<file path="src/sv/cds_pkg.sv">
// Shared widths, constants and calendar tables for the date stepper.
package cds_pkg;

    // Field widths.
    localparam int YEAR_W  = 14;
    localparam int MONTH_W = 4;
    localparam int DAY_W   = 5;
    localparam int YDAY_W  = 9;
    localparam int WDAY_W  = 3;

    // Stream payload widths, padded to whole bytes.
    localparam int IN_TDATA_W  = 24;
    localparam int OUT_TDATA_W = 64;

    // Century quotient of a 14-bit year is at most 163.
    localparam int CENT_W = 8;
    // Weekday congruence sum stays below 2^15.
    localparam int SUM_W  = 15;
    // Month term of the congruence, at most 38.
    localparam int ZTERM_W = 6;

    // Divide by 100 as a multiply by 5243 / 2^19, exact for 14-bit values.
    localparam int RECIP_100    = 5243;
    localparam int RECIP_100_W  = 13;
    localparam int RECIP_100_SH = 19;
    localparam int CENTURY      = 100;

    // Divide by 7 as a multiply by 9363 / 2^16. This is exact for values below
    // 13108; the weekday sum of a valid date is at most 12487.
    localparam int RECIP_7    = 9363;
    localparam int RECIP_7_W  = 14;
    localparam int RECIP_7_SH = 16;
    localparam int WEEK_LEN   = 7;

    localparam logic [YEAR_W-1:0]  YEAR_MIN  = 14'd1;
    localparam logic [YEAR_W-1:0]  YEAR_MAX  = 14'd9998;
    localparam logic [MONTH_W-1:0] MONTH_JAN = 4'd1;
    localparam logic [MONTH_W-1:0] MONTH_FEB = 4'd2;
    localparam logic [MONTH_W-1:0] MONTH_DEC = 4'd12;
    localparam logic [DAY_W-1:0]   DAY_FIRST = 5'd1;
    localparam logic [DAY_W-1:0]   DAY_DEC_LAST = 5'd31;

    // Length of a month; codes outside 1 to 12 give zero.
    function automatic logic [DAY_W-1:0] month_days(input logic [MONTH_W-1:0] m,
                                                    input logic leap);
        logic [DAY_W-1:0] len;
        unique case (m)
            4'd1, 4'd3, 4'd5, 4'd7, 4'd8, 4'd10, 4'd12: len = 5'd31;
            4'd4, 4'd6, 4'd9, 4'd11:                    len = 5'd30;
            4'd2:                                       len = leap ? 5'd29 : 5'd28;
            default:                                    len = 5'd0;
        endcase
        return len;
    endfunction

    // Days before the first of a month in a common year.
    function automatic logic [YDAY_W-1:0] days_before(input logic [MONTH_W-1:0] m);
        logic [YDAY_W-1:0] dsum;
        unique case (m)
            4'd1:    dsum = 9'd0;
            4'd2:    dsum = 9'd31;
            4'd3:    dsum = 9'd59;
            4'd4:    dsum = 9'd90;
            4'd5:    dsum = 9'd120;
            4'd6:    dsum = 9'd151;
            4'd7:    dsum = 9'd181;
            4'd8:    dsum = 9'd212;
            4'd9:    dsum = 9'd243;
            4'd10:   dsum = 9'd273;
            4'd11:   dsum = 9'd304;
            4'd12:   dsum = 9'd334;
            default: dsum = 9'd0;
        endcase
        return dsum;
    endfunction

    // Month term (13 * m + 8) / 5 with January and February as months 13 and 14.
    function automatic logic [ZTERM_W-1:0] zeller_term(input logic [MONTH_W-1:0] m);
        logic [ZTERM_W-1:0] t;
        unique case (m)
            4'd1:    t = 6'd35;
            4'd2:    t = 6'd38;
            4'd3:    t = 6'd9;
            4'd4:    t = 6'd12;
            4'd5:    t = 6'd14;
            4'd6:    t = 6'd17;
            4'd7:    t = 6'd19;
            4'd8:    t = 6'd22;
            4'd9:    t = 6'd25;
            4'd10:   t = 6'd27;
            4'd11:   t = 6'd30;
            4'd12:   t = 6'd32;
            default: t = 6'd0;
        endcase
        return t;
    endfunction

endpackage

</file>
<file path="src/sv/calendar_date_step_top.sv">
// Gregorian date stepper: following and preceding date, ordinal day and weekday.
//
// One date enters per clock cycle while the output keeps taking results. Its result
// is presented on the output from the last register stage, r_out.
// The work runs through three register stages: the century split and leap-year
// decision, then the calendar step and weekday sum, then the modulo-7 reduction
// by reciprocal multiply. Each stage holds its request while the next one is
// full, so while a finished result waits on the output the block takes up to two
// more dates before it stops accepting. An invalid date gives bad_date in tuser
// and an all-zero tdata.
module calendar_date_step_top
    import cds_pkg::*;
(
    input  logic                   i_clk,
    input  logic                   i_rst_n,
    input  logic                   s_axis_tvalid,
    output logic                   s_axis_tready,
    // year [13:0], month [17:14], day [22:18], zero [23]
    input  logic [IN_TDATA_W-1:0]  s_axis_tdata,
    output logic                   m_axis_tvalid,
    input  logic                   m_axis_tready,
    // next_year [13:0], next_month [17:14], next_day [22:18], prev_year [36:23],
    // prev_month [40:37], prev_day [45:41], year_day [54:46], week_day [57:55],
    // zero [63:58]
    output logic [OUT_TDATA_W-1:0] m_axis_tdata,
    // bad_date [0]
    output logic [0:0]             m_axis_tuser
);

    localparam int Q7_PROD_W = SUM_W + RECIP_7_W;
    localparam int Q7_W      = Q7_PROD_W - RECIP_7_SH;
    localparam int PAD_W     = OUT_TDATA_W - 2 * (YEAR_W + MONTH_W + DAY_W)
                               - YDAY_W - WDAY_W;

    typedef struct packed {
        logic [YEAR_W-1:0]  year;
        logic [MONTH_W-1:0] month;
        logic [DAY_W-1:0]   day;
        logic [YEAR_W-1:0]  zyear;
        logic [CENT_W-1:0]  zcent;
        logic               leap;
        logic               range_ok;
    } t_s1;

    typedef struct packed {
        logic [YEAR_W-1:0]  next_year;
        logic [MONTH_W-1:0] next_month;
        logic [DAY_W-1:0]   next_day;
        logic [YEAR_W-1:0]  prev_year;
        logic [MONTH_W-1:0] prev_month;
        logic [DAY_W-1:0]   prev_day;
        logic [YDAY_W-1:0]  year_day;
        logic [SUM_W-1:0]   wsum;
        logic               bad_date;
    } t_s2;

    typedef struct packed {
        logic [PAD_W-1:0]   pad;
        logic [WDAY_W-1:0]  week_day;
        logic [YDAY_W-1:0]  year_day;
        logic [DAY_W-1:0]   prev_day;
        logic [MONTH_W-1:0] prev_month;
        logic [YEAR_W-1:0]  prev_year;
        logic [DAY_W-1:0]   next_day;
        logic [MONTH_W-1:0] next_month;
        logic [YEAR_W-1:0]  next_year;
    } t_out;

    logic r_s1_v, r_s2_v, r_s3_v;
    t_s1  r_s1, n_s1;
    t_s2  r_s2, n_s2;
    t_out r_out, n_out;
    logic r_bad, n_bad;

    logic s1_rdy, s2_rdy, s3_rdy;

    logic [YEAR_W-1:0]  in_year;
    logic [MONTH_W-1:0] in_month;
    logic [DAY_W-1:0]   in_day;
    logic               early;
    logic [CENT_W-1:0]  y_cent;
    logic               y_rem_zero;
    logic               y_leap;

    logic [DAY_W-1:0]   mlen;
    logic [DAY_W-1:0]   prev_len;
    logic [MONTH_W-1:0] month_dn;
    logic               bad;

    logic [Q7_PROD_W-1:0] q7_prod;
    logic [Q7_W-1:0]      q7;
    logic [SUM_W-1:0]     q7_back;
    logic [SUM_W-1:0]     wrem;

    // Each stage advances when it is empty or its successor advances.
    assign s3_rdy        = !r_s3_v || m_axis_tready;
    assign s2_rdy        = !r_s2_v || s3_rdy;
    assign s1_rdy        = !r_s1_v || s2_rdy;
    assign s_axis_tready = s1_rdy;

    // Stage 1: unpack, century split, leap year and range checks.
    assign in_year  = s_axis_tdata[0 +: YEAR_W];
    assign in_month = s_axis_tdata[YEAR_W +: MONTH_W];
    assign in_day   = s_axis_tdata[YEAR_W + MONTH_W +: DAY_W];
    assign early    = (in_month <= MONTH_FEB);

    cds_cent_split u_cent_split (
        .i_year     (in_year),
        .o_cent     (y_cent),
        .o_rem_zero (y_rem_zero),
        .o_leap     (y_leap)
    );

    always_comb begin
        n_s1.year     = in_year;
        n_s1.month    = in_month;
        n_s1.day      = in_day;
        n_s1.leap     = y_leap;
        // January and February belong to the year before for the weekday.
        n_s1.zyear    = early ? (in_year - YEAR_MIN) : in_year;
        n_s1.zcent    = (early && y_rem_zero) ? (y_cent - CENT_W'(1)) : y_cent;
        n_s1.range_ok = (in_year >= YEAR_MIN) && (in_year <= YEAR_MAX) &&
                        (in_month >= MONTH_JAN) && (in_month <= MONTH_DEC) &&
                        (in_day >= DAY_FIRST);
    end

    // Stage 2: validity, date step in both directions, ordinal day, weekday sum.
    assign mlen     = month_days(r_s1.month, r_s1.leap);
    assign month_dn = r_s1.month - MONTH_JAN;
    assign prev_len = month_days(month_dn, r_s1.leap);
    assign bad      = !r_s1.range_ok || (r_s1.day > mlen);

    always_comb begin
        n_s2 = '0;
        n_s2.bad_date = bad;
        if (!bad) begin
            // Following day.
            if (r_s1.day < mlen) begin
                n_s2.next_year  = r_s1.year;
                n_s2.next_month = r_s1.month;
                n_s2.next_day   = r_s1.day + DAY_FIRST;
            end else if (r_s1.month == MONTH_DEC) begin
                n_s2.next_year  = r_s1.year + YEAR_MIN;
                n_s2.next_month = MONTH_JAN;
                n_s2.next_day   = DAY_FIRST;
            end else begin
                n_s2.next_year  = r_s1.year;
                n_s2.next_month = r_s1.month + MONTH_JAN;
                n_s2.next_day   = DAY_FIRST;
            end
            // Preceding day.
            if (r_s1.day > DAY_FIRST) begin
                n_s2.prev_year  = r_s1.year;
                n_s2.prev_month = r_s1.month;
                n_s2.prev_day   = r_s1.day - DAY_FIRST;
            end else if (r_s1.month == MONTH_JAN) begin
                n_s2.prev_year  = r_s1.year - YEAR_MIN;
                n_s2.prev_month = MONTH_DEC;
                n_s2.prev_day   = DAY_DEC_LAST;
            end else begin
                n_s2.prev_year  = r_s1.year;
                n_s2.prev_month = month_dn;
                n_s2.prev_day   = prev_len;
            end
            n_s2.year_day = days_before(r_s1.month) + YDAY_W'(r_s1.day) +
                            YDAY_W'((r_s1.month > MONTH_FEB) && r_s1.leap);
            n_s2.wsum = SUM_W'(r_s1.zyear) + SUM_W'(r_s1.zyear >> 2) -
                        SUM_W'(r_s1.zcent) + SUM_W'(r_s1.zcent >> 2) +
                        SUM_W'(zeller_term(r_s1.month)) + SUM_W'(r_s1.day);
        end
    end

    // Stage 3: weekday as the sum modulo 7, then pack the result.
    assign q7_prod = Q7_PROD_W'(r_s2.wsum) * Q7_PROD_W'(RECIP_7);
    assign q7      = q7_prod[RECIP_7_SH +: Q7_W];
    assign q7_back = SUM_W'(q7) * SUM_W'(WEEK_LEN);
    assign wrem    = r_s2.wsum - q7_back;

    always_comb begin
        n_out.pad        = '0;
        n_out.week_day   = wrem[WDAY_W-1:0];
        n_out.year_day   = r_s2.year_day;
        n_out.prev_day   = r_s2.prev_day;
        n_out.prev_month = r_s2.prev_month;
        n_out.prev_year  = r_s2.prev_year;
        n_out.next_day   = r_s2.next_day;
        n_out.next_month = r_s2.next_month;
        n_out.next_year  = r_s2.next_year;
        n_bad            = r_s2.bad_date;
    end

    // Valid bits travel with the requests.
    always_ff @(posedge i_clk) begin
        if (!i_rst_n) begin
            r_s1_v <= 1'b0;
            r_s2_v <= 1'b0;
            r_s3_v <= 1'b0;
        end else begin
            if (s1_rdy) begin
                r_s1_v <= s_axis_tvalid;
            end
            if (s2_rdy) begin
                r_s2_v <= r_s1_v;
            end
            if (s3_rdy) begin
                r_s3_v <= r_s2_v;
            end
        end
    end

    // Stage payloads load whenever their stage advances.
    always_ff @(posedge i_clk) begin
        if (s1_rdy) begin
            r_s1 <= n_s1;
        end
        if (s2_rdy) begin
            r_s2 <= n_s2;
        end
        if (s3_rdy) begin
            r_out <= n_out;
            r_bad <= n_bad;
        end
    end

    assign m_axis_tvalid   = r_s3_v;
    assign m_axis_tdata    = r_out;
    assign m_axis_tuser[0] = r_bad;

`ifndef ASSERT_OFF
    // An invalid date carries an all-zero result.
    a_bad_zero: assert property (@(posedge i_clk) disable iff (!i_rst_n)
        m_axis_tvalid && m_axis_tuser[0] |-> m_axis_tdata == '0)
        else $error("invalid date with nonzero result");

    // A valid date has a weekday below 7 and an ordinal day from 1 to 366.
    a_valid_range: assert property (@(posedge i_clk) disable iff (!i_rst_n)
        m_axis_tvalid && !m_axis_tuser[0] |->
            (m_axis_tdata[57:55] != 3'd7) && (m_axis_tdata[54:46] != 9'd0) &&
            (m_axis_tdata[54:46] <= 9'd366))
        else $error("weekday or ordinal day out of range");

    // A valid date never steps to a day numbered zero.
    a_day_nonzero: assert property (@(posedge i_clk) disable iff (!i_rst_n)
        m_axis_tvalid && !m_axis_tuser[0] |->
            (m_axis_tdata[22:18] != 5'd0) && (m_axis_tdata[45:41] != 5'd0))
        else $error("stepped date has day zero");

    // An accepted request occupies the first stage.
    a_s1_fill: assert property (@(posedge i_clk) disable iff (!i_rst_n)
        s_axis_tvalid && s_axis_tready |=> r_s1_v)
        else $error("accepted request lost at stage one");
`endif

endmodule

</file>
<file path="src/sv/cds_cent_split.sv">
// Century split of a year and the Gregorian leap-year decision.
module cds_cent_split
    import cds_pkg::*;
(
    input  logic [YEAR_W-1:0] i_year,
    output logic [CENT_W-1:0] o_cent,
    output logic              o_rem_zero,
    output logic              o_leap
);

    localparam int PROD_W = YEAR_W + RECIP_100_W;

    logic [PROD_W-1:0] prod;
    logic [YEAR_W-1:0] cent_back;
    logic [YEAR_W-1:0] rem;

    // Quotient by reciprocal multiply, remainder by subtracting it back.
    assign prod      = PROD_W'(i_year) * PROD_W'(RECIP_100);
    assign o_cent    = prod[RECIP_100_SH +: CENT_W];
    assign cent_back = YEAR_W'(o_cent) * YEAR_W'(CENTURY);
    assign rem       = i_year - cent_back;
    assign o_rem_zero = (rem == '0);

    // Divisible by 4 and not by 100, or divisible by 400.
    assign o_leap = ((i_year[1:0] == 2'b00) && !o_rem_zero) ||
                    (o_rem_zero && (o_cent[1:0] == 2'b00));

endmodule

</file>
<file path="config.mk">
export PLATFORM = sky130hd
export DESIGN_NAME = calendar_date_step_top
export DESIGN_NICKNAME = d
export VERILOG_FILES = /design/src/sv/cds_pkg.sv /design/src/sv/calendar_date_step_top.sv /design/src/sv/cds_cent_split.sv
export SDC_FILE = /design/constraint.sdc
export NUM_CORES = 1
export LEC_CHECK = 0
export ABC_AREA = 1
export CORE_ASPECT_RATIO = 2
export CORE_MARGIN = 8
export CORE_UTILIZATION = 41
export DETAILED_ROUTE_END_ITERATION = 8
export DONT_BUFFER_PORTS = 1
export GPL_ROUTABILITY_DRIVEN = 0
export GPL_TIMING_DRIVEN = 1
export PLACE_DENSITY_LB_ADDON = 0.25
export RECOVER_POWER = 100
export SLEW_MARGIN = 5
export SYNTH_ARGS = -nofsm -noshare
export SYNTH_HDL_FRONTEND = slang
export SYNTH_SLANG_ARGS = --single-unit
export TNS_END_PERCENT = 10
</file>
<file path="constraint.sdc">
create_clock -name i_clk -period 10.4 [get_ports i_clk]
set_input_delay 1.56 -clock i_clk [delete_from_list [all_inputs] [get_ports i_clk]]
set_output_delay 1.56 -clock i_clk [all_outputs]
set_load 0.005 [all_outputs]
</file>
==> impl_metrics.ini, run 1 <==
[place]
io_buffers = 0
dp_hpwl_um = 31700

[worst_hold_path]
holdPathStages = 0
hold_path.startpoint = n_out[38]$_SDFFCE_PP0P_
whs_endpoint = m_axis_tdata[38]$_DFFE_PP_
min-delay-path-class = flop to flop

[cts]
cts.sinks = 195
numCtsBuffers = 17
postCtsSetupBuffers = 0
postCtsHoldBufs = 0
tritoncts = done
cts_root_buf = clkbuf_16
cts_buffer_depth = 2
clock_latency_ns = 0.45
cts_resized = 0
clkTransAtPathRegs_ns = 0.07
h-tree-depth = 4

[logic_synthesis]
synthArstFlopShare_pct = 0
syn_inst = 1691
synthTopCellsByCount = inv_1 (367), ha_1 (275), nand2_1 (199), edfxtp_1 (177), fa_1 (123)
synth.distinct_cells = 61
syn_avg_cell_area_um2 = 9.97
ys.warnings.count = 0
synth-seq-area-share_pct = 33.7
netlist.area_leader.share_pct = 31.5
synthTopCellsByArea = edfxtp_1 (32%), ha_1 (20%), fa_1 (15%), inv_1 (8.2%), nand2_1 (4.4%)
synth_seq_cells = 195
synth.largest_area_cell = edfxtp_1
synth_area_um2 = 16900
synth_edf_count = 177
yosysMostFrequentCell = inv_1
synth_flop_cell = edfxtp_1

[layout]
diodes = 0
seqCellArea_um2 = 5680
syn_to_final_growth_pct = 7.38
layout-drive-gt1-share_pct = 4.54
fin_nets = 2132
fill_cells = 3870
multi_input_area_um2 = 9660

[critical_path]
rr_worst_depth = 15
path_max_fanout = 10
cp_slowest_stage_delay_ns = 0.56
endpoint_kind = flop
r2r_start = m_axis_tvalid$_SDFFE_PN0P_
crit_buf_inv = 7
path_class = input pin to flop
critPathMostFrequentCell = inv_1
arrival_ns = 9.77
r2r_slack_ns = 3.29
crit_family = adder cells
cpMaxStageDelayCell = xnor2_1
crit_required_ns = 10.60
startpoint_type = input pin

[die]
chipHeight_um = 303
initial_core_util_pct = 41.2
io_pins = 95
rows = 105
core-area_um2 = 40900
die_w_um = 159
dieArea_um2 = 48200

[sta]
relSlewSlack_pct = -156
finalSetupViolations = 0
tns_ns = 0
rsz0062_at_grt = no
fmax_mhz = 104
finalHoldViolCount = 0
worst_pin_slew_ns = 3.85
min_period_ns = 9.57
skew_ns = 0.0166
final_max_slew_viol_count = 223
fin_crit_sh_pct = 92.1

[grt]
grt_pass1_wl_um = 60900
grt_use_total_pct = 16.1
grt-ovfl-total = 0
grt_pass1_vias = 12100
antenna_found_initial = 0
grt_max_degree = 73

[route]
routed_wl_um = 37600
num_vias = 11300
drc = 0
viasPerCell = 5.00
dr_wl_met2_um = 21600
avgRoutedWirePerCell_um = 16.7
drt_iter0_drc = 388
met1Wirelength_um = 12900
top_layer_used = met4
dr_wl_met3_um = 1680
drt_pass1_iterations = 5
antenna_left = 0

[flow_run]
drv_cap = 4

[run_status]
failed_checks = capacitance limit, slew limit
outcome = finished with violations
## kinds of logic after synthesis
group,count (synthesis),share of synthesized area (%)
XOR/XNOR,64,3.33
buffers and inverters,393,8.95
other,1,0.0223
flip-flops,195,33.7
AND/OR/NAND/NOR,449,12.6
adder cells (fa/ha/maj),398,35.0
AO/OA/AOI/OAI,191,6.41
## through the flow
step	cell area (um^2)	hold slack (ns)	utilization, %	std cells	worst slack (ns)
after floorplan	16900	0.400	-	1696	1.27
after global placement	17500	0.402	42.9	2222	0.535
after detailed placement	17500	0.405	42.9	2222	0.459
after CTS	18100	0.422	44.4	2254	0.941
after global routing	18100	0.423	44.3	2254	0.193
final	18100	0.422	44.3	2254	0.826
## layer usage
metal	vias up	track usage (%)
met3	65	3.04
met1	5417	15.1
met5	-	0
li1	5559	-
met2	227	32.6
met4	0	7.40
## sequential cells by signal, indices dropped and copies added, names as in the netlist, named ones only
register       cells
m_axis_tdata      58
m_axis_tuser       1
m_axis_tvalid      1
n_bad              1
n_out             55
r_s1              47
r_s1_v             1
r_s2              15
r_s2_v             1
## worst max-delay path by stage
stage	slack (ns)	startpoint	endpoint	depth (start not counted)
floorplan	1.27	s_axis_tdata[4]	r_s1[2]$_DFFE_PN_	41
global placement	0.54	s_axis_tdata[5]	r_s1[4]$_DFFE_PN_	39
detailed placement	0.46	s_axis_tdata[5]	r_s1[3]$_DFFE_PN_	40
CTS	0.94	s_axis_tdata[5]	r_s1[3]$_DFFE_PN_	40
global route	0.19	s_axis_tdata[9]	r_s1[1]$_DFFE_PN_	39
finish	0.83	s_axis_tdata[9]	r_s1[1]$_DFFE_PN_	37
## worst reg2reg max path, stage by stage, from the launching register on
cell,delay (ns)
dfxtp_1,0.33
inv_1,0.05
nor2_1,0.03
clkinv_1,0.03
clkbuf_1,2.20
nor2_1,0.08
clkinv_1,0.15
nor2_1,0.07
clkinv_1,0.04
clkbuf_1,1.98
o21ai_0,1.05
ha_1,0.49
nand2_1,0.11
inv_1,0.07
nand2_1,0.13
o311ai_0,0.16
## layout make-up
class | count | share of cell area [%]
multi-input cells | 1108 | 53.4
flip-flops and latches | 195 | 31.4
inverters | 374 | 7.76
well taps | 535 | 3.70
clock buffers | 17 | 2.35
clock inverters | 15 | 1.11
repair buffers | 10 | 0.311
## cells in the final DEF, fill, tap and decap left out, types with 4 or more instances in the layout
cell	n
nor3_1	24
o21ai_0	57
fa_1	123
inv_2	4
clkinv_8	4
o211ai_1	6
xnor2_1	22
conb_1	6
buf_4	5
inv_8	5
edfxtp_1	177
nand2_1	199
nor4_1	5
clkinv_1	5
nor2_2	4
a211oi_1	5
xor2_1	42
clkbuf_16	17
dfxtp_1	18
nor2_1	105
a21oi_1	83
clkbuf_1	5
nand3_1	49
or2_2	4
inv_1	365
nand4_1	25
ha_1	275
o21a_1	7
nand2_2	8
a21o_1	6
a31oi_1	6
Power of run 1 is left out: the tool's default activity adds up to more than one toggle a clock period on the data nets, which glitch-free logic cannot reach.
==> run 2, diff against run 1 <==
clock period = 11.6 ns   (was 10.4 ns; I/O delays follow)
==> run 2 against run 1 <==
Against the previous run: the run still ends with capacitance limit, slew limit left; critical path type unchanged; hold slack got worse by 0.0020 ns; clock skew fell by 0.0056 ns; register-to-register slack improved by 1.1 ns; via count fell by 0.60%; worst setup slack improved by 0.57 ns; sequential share of layout area rose by 0.12 points; final area fell by 0.37%; non-clock buffer count fell by 4; die area did not move; global-route usage rose by 0.12 points; clock-buffer cell count did not move; cell count fell by 0.18%; highest routed layer unchanged.
==> impl_metrics.ini, run 2 (synthesized netlist as in run 1, its figures left out) <==
[sta]
skew_ns = 0.0111
fmax_mhz = 98.0
tns_ns = 0
fin_ws_ns = 1.39
min_period_ns = 10.21
finalHoldViolCount = 0
worst_pin_slew_ns = 3.82
fin_crit_sh_pct = 88.0
relSlewSlack_pct = -155
finalSetupViolations = 0
final_max_slew_viol_count = 223
rsz0062_at_grt = no

[cts]
cts_buffer_depth = 2
postCtsSetupBuffers = 0
postCtsHoldBufs = 0
cts_resized = 0
cts.sinks = 195
numCtsBuffers = 17
tritoncts = done
h-tree-depth = 4
cts_root_buf = clkbuf_16
clock_latency_ns = 0.45
clkTransAtPathRegs_ns = 0.08

[layout]
final_cell_mix = inv_1 (366), ha_1 (275), nand2_1 (199), edfxtp_1 (177), fa_1 (123)
layout-drive-gt1-share_pct = 4.02
largest-register = m_axis_tdata
diodes = 0
syn_to_final_growth_pct = 6.98
largest_reg_flops = 58
final_cells = 2250
final_common_cell = inv_1
fin_util_pct = 44.1
fin_nets = 2128

[critical_path]
cp_slowest_stage_delay_ns = 0.56
crit_required_ns = 11.80
path_max_fanout = 10
critPathMostFrequentCell = inv_1
cpMaxStageDelayCell = nor2_1
arrival_ns = 10.40
endpoint_kind = flop
path_class = input pin to flop
startpoint_type = input pin

[route]
avgRoutedWirePerCell_um = 16.8
num_vias = 11200
routed_wl_um = 37700
viasPerCell = 4.98
antenna_left = 0
drt_pass1_iterations = 5
drc = 0
drt_iter0_drc = 450

[run_status]
outcome = finished with violations
failed_checks = capacitance limit, slew limit

[grt]
grt.met2_usage_pct = 32.7
grt_pass1_wl_um = 61400
grt-ovfl-total = 0
use_met1_pct = 15.4
grt_use_total_pct = 16.2
grt_pass1_vias = 11900
grt_max_degree = 73
antenna_found_initial = 0
use_met3_pct = 3.08
grt-busiest-layer = met2

[die]
die_w_um = 159
dieArea_um2 = 48200
rows = 105
chipHeight_um = 303
initial_core_util_pct = 41.2
core-area_um2 = 40900
io_pins = 95

[place]
io_buffers = 0
dp_hpwl_um = 31600
place_inst = 2218
dp_worst_setup_slack_ns = 1.33

[flow_run]
drv_cap = 4

[worst_hold_path]
min-delay-path-class = flop to flop
## run 2: layer usage
layer	vias up	part of all wire, %	routed length (um)
met5	-	0	0
met4	0	3.7	1410
met3	67	3.9	1480
met1	5374	35	13300
li1	5542	-	-
met2	217	57	21500
## run 2: through the flow
stage / instance area [um^2] / hold slack [ns]
finish: 18000 / 0.420
global route: 18000 / 0.414
CTS: 18100 / 0.420
detailed placement: 17500 / 0.405
global placement: 17500 / 0.402
floorplan: 16900 / 0.400
## run 2: worst max-delay path: cells and delay by family
kind,cells,cell delay [ns]
xor+xnor,2,0.57
compound gates,7,1.33
fa+ha+maj,11,4.47
buf+inv,7,0.52
simple gates,12,1.75
## run 2: path summary, 6_finish.rpt
| path | start | end | slack (ns) | cells after the start |
|---|---|---|---|---|
| setup reg to reg | m_axis_tvalid$_SDFFE_PN0P_ | flop | 4.41 | 15 |
| hold reg to reg | n_out[23]$_SDFFCE_PP0P_ | m_axis_tdata[23]$_DFFE_PP_ | 0.42 | 0 |
| setup / recovery | s_axis_tdata[10] | r_s1[1]$_DFFE_PN_ | 1.39 | 39 |
| hold / removal | n_out[23]$_SDFFCE_PP0P_ | m_axis_tdata[23]$_DFFE_PP_ | 0.42 | 0 |
## run 2: layout make-up
type	instances	area [um^2]
Clock inverter	15	189
Clock buffer	17	425
Tap cell	535	669
Timing Repair Buffer	6	26.3
Fill cell	3833	22800
Sequential cell	195	5680
Inverter	374	1400
Multi-Input combinational cell	1108	9640
Power of run 2 is left out for the same reason.
==> run 3, diff against run 2 <==
CORE_UTILIZATION = 70   (was 41)
==> run 3 against run 2 <==
Against the previous run: global-route usage increased by 8.6 points; first-iteration DRC count rose by 69%; wire length is 5.5% lower; sequential share of layout area up 0.65 points; clock skew barely moved; non-clock buffer count fell by 1; die area down 39%; the run still ends with capacitance limit, slew limit left; critical path depth grew 4; worst setup slack got worse by 0.068 ns; register-to-register slack got worse by 0.63 ns; cell count fell by 11%.
==> impl_metrics.ini, run 3 (synthesized netlist as in run 1, its figures left out) <==
[critical_path]
critPathMostFrequentCell = nand2_1
startpoint_type = input pin
rr_worst_depth = 16
path_class = input pin to flop
r2r_slack_ns = 3.78
cpMaxStageDelayCell = fa_1
endpoint_kind = flop
path_max_fanout = 10
crit_end = r_s1[1]$_DFFE_PN_
arrival_ns = 10.47
worstSetupStartpoint = s_axis_tdata[4]
r2r_start = m_axis_tvalid$_SDFFE_PN0P_
crit_required_ns = 11.79
cp_slowest_stage_delay_ns = 0.60

[layout]
diodes = 0
final_cell_mix = inv_1 (366), ha_1 (275), nand2_1 (200), edfxtp_1 (177), fa_1 (123)
syn_to_final_growth_pct = 4.83
largest_reg_flops = 58
layout-drive-gt1-share_pct = 3.79
fill_cells = 1614
seqCellArea_um2 = 5680
fin_nets = 2127
multi_input_area_um2 = 9650
final_common_cell = inv_1
largest-register = m_axis_tdata

[cts]
postCtsSetupBuffers = 0
h-tree-depth = 4
numCtsBuffers = 17
cts_resized = 0
clkTransAtPathRegs_ns = 0.07
cts_buffer_depth = 2
cts.sinks = 195
cts_root_buf = clkbuf_16
tritoncts = done
clock_latency_ns = 0.44
postCtsHoldBufs = 0

[die]
dieArea_um2 = 29600
die_w_um = 126
rows = 80
initial_core_util_pct = 71.0
chipHeight_um = 235
core-area_um2 = 23700
io_pins = 95

[grt]
grt_pass1_wl_um = 57600
grt_use_total_pct = 24.8
antenna_found_initial = 0
grt_max_degree = 74
use_met1_pct = 21.3
use_met3_pct = 5.24
grt_pass1_vias = 12200
grt.met2_usage_pct = 47.5
grt-ovfl-total = 0
grt-busiest-layer = met2

[sta]
skew_ns = 0.0111
finalSetupViolations = 0
rsz0062_at_grt = no
fmax_mhz = 97.3
final_max_slew_viol_count = 181
min_period_ns = 10.28
finalHoldViolCount = 0
fin_crit_sh_pct = 88.6
tns_ns = 0
worst_pin_slew_ns = 3.70
relSlewSlack_pct = -147

[worst_hold_path]
hold_path.startpoint = n_out[7]$_SDFFCE_PP0P_
min-delay-path-class = flop to flop

[route]
drt_pass1_iterations = 6
routed_wl_um = 35600
viasPerCell = 5.81
drt_iter0_drc = 760
antenna_left = 0
drc = 0
avgRoutedWirePerCell_um = 17.8
num_vias = 11600

[place]
dp_hpwl_um = 29500
io_buffers = 0

[flow_run]
drv_cap = 3

[run_status]
outcome = finished with violations
failed_checks = capacitance limit, slew limit
run 3: stage by stage:
stage | cell area [um^2] | utilization, % | hold slack (ns) | setup WS (ns) | instances
floorplan | 16900 | - | 0.400 | 2.29 | 1696
global placement | 17200 | 72.4 | 0.401 | 1.45 | 1969
detailed placement | 17200 | 72.4 | 0.405 | 1.28 | 1969
CTS | 17700 | 74.7 | 0.414 | 1.72 | 2001
global route | 17700 | 74.5 | 0.419 | 0.761 | 2001
finish | 17700 | 74.5 | 0.411 | 1.32 | 2001
run 3: layer usage:
layer,part of all wire [%],vias up
li1,-,5534
met1,31,5555
met2,55,394
met3,5.4,152
met4,8.1,0
met5,0,-
run 3: how the worst min path moves through the flow:
| stage | endpoint | depth (start not counted) |
|---|---|---|
| floorplan | m_axis_tdata[0]$_DFFE_PP_ | 0 |
| global placement | m_axis_tdata[18]$_DFFE_PP_ | 0 |
| detailed placement | m_axis_tdata[7]$_DFFE_PP_ | 0 |
| CTS | m_axis_tdata[7]$_DFFE_PP_ | 0 |
| global route | m_axis_tdata[7]$_DFFE_PP_ | 0 |
| finish | m_axis_tdata[7]$_DFFE_PP_ | 0 |
run 3: critical path: cells and delay by family:
family / cells / cell delay, ns
AOI/OAI and AO/OA: 5 / 0.91
xor gates and xnor gates: 2 / 0.53
adders and majority gates: 11 / 4.45
buffers and inverters: 9 / 0.79
and+or+nand+nor: 16 / 2.02
run 3: cell type report:
cell class	instances	share of cell area [%]
tap	287	2.03
multi-input combinational	1108	54.6
timing repair buffer	5	0.149
clock buffer	23	2.54
inverter	374	7.95
clock inverter	9	0.588
sequential	195	32.1
Power of run 3 is left out for the same reason.
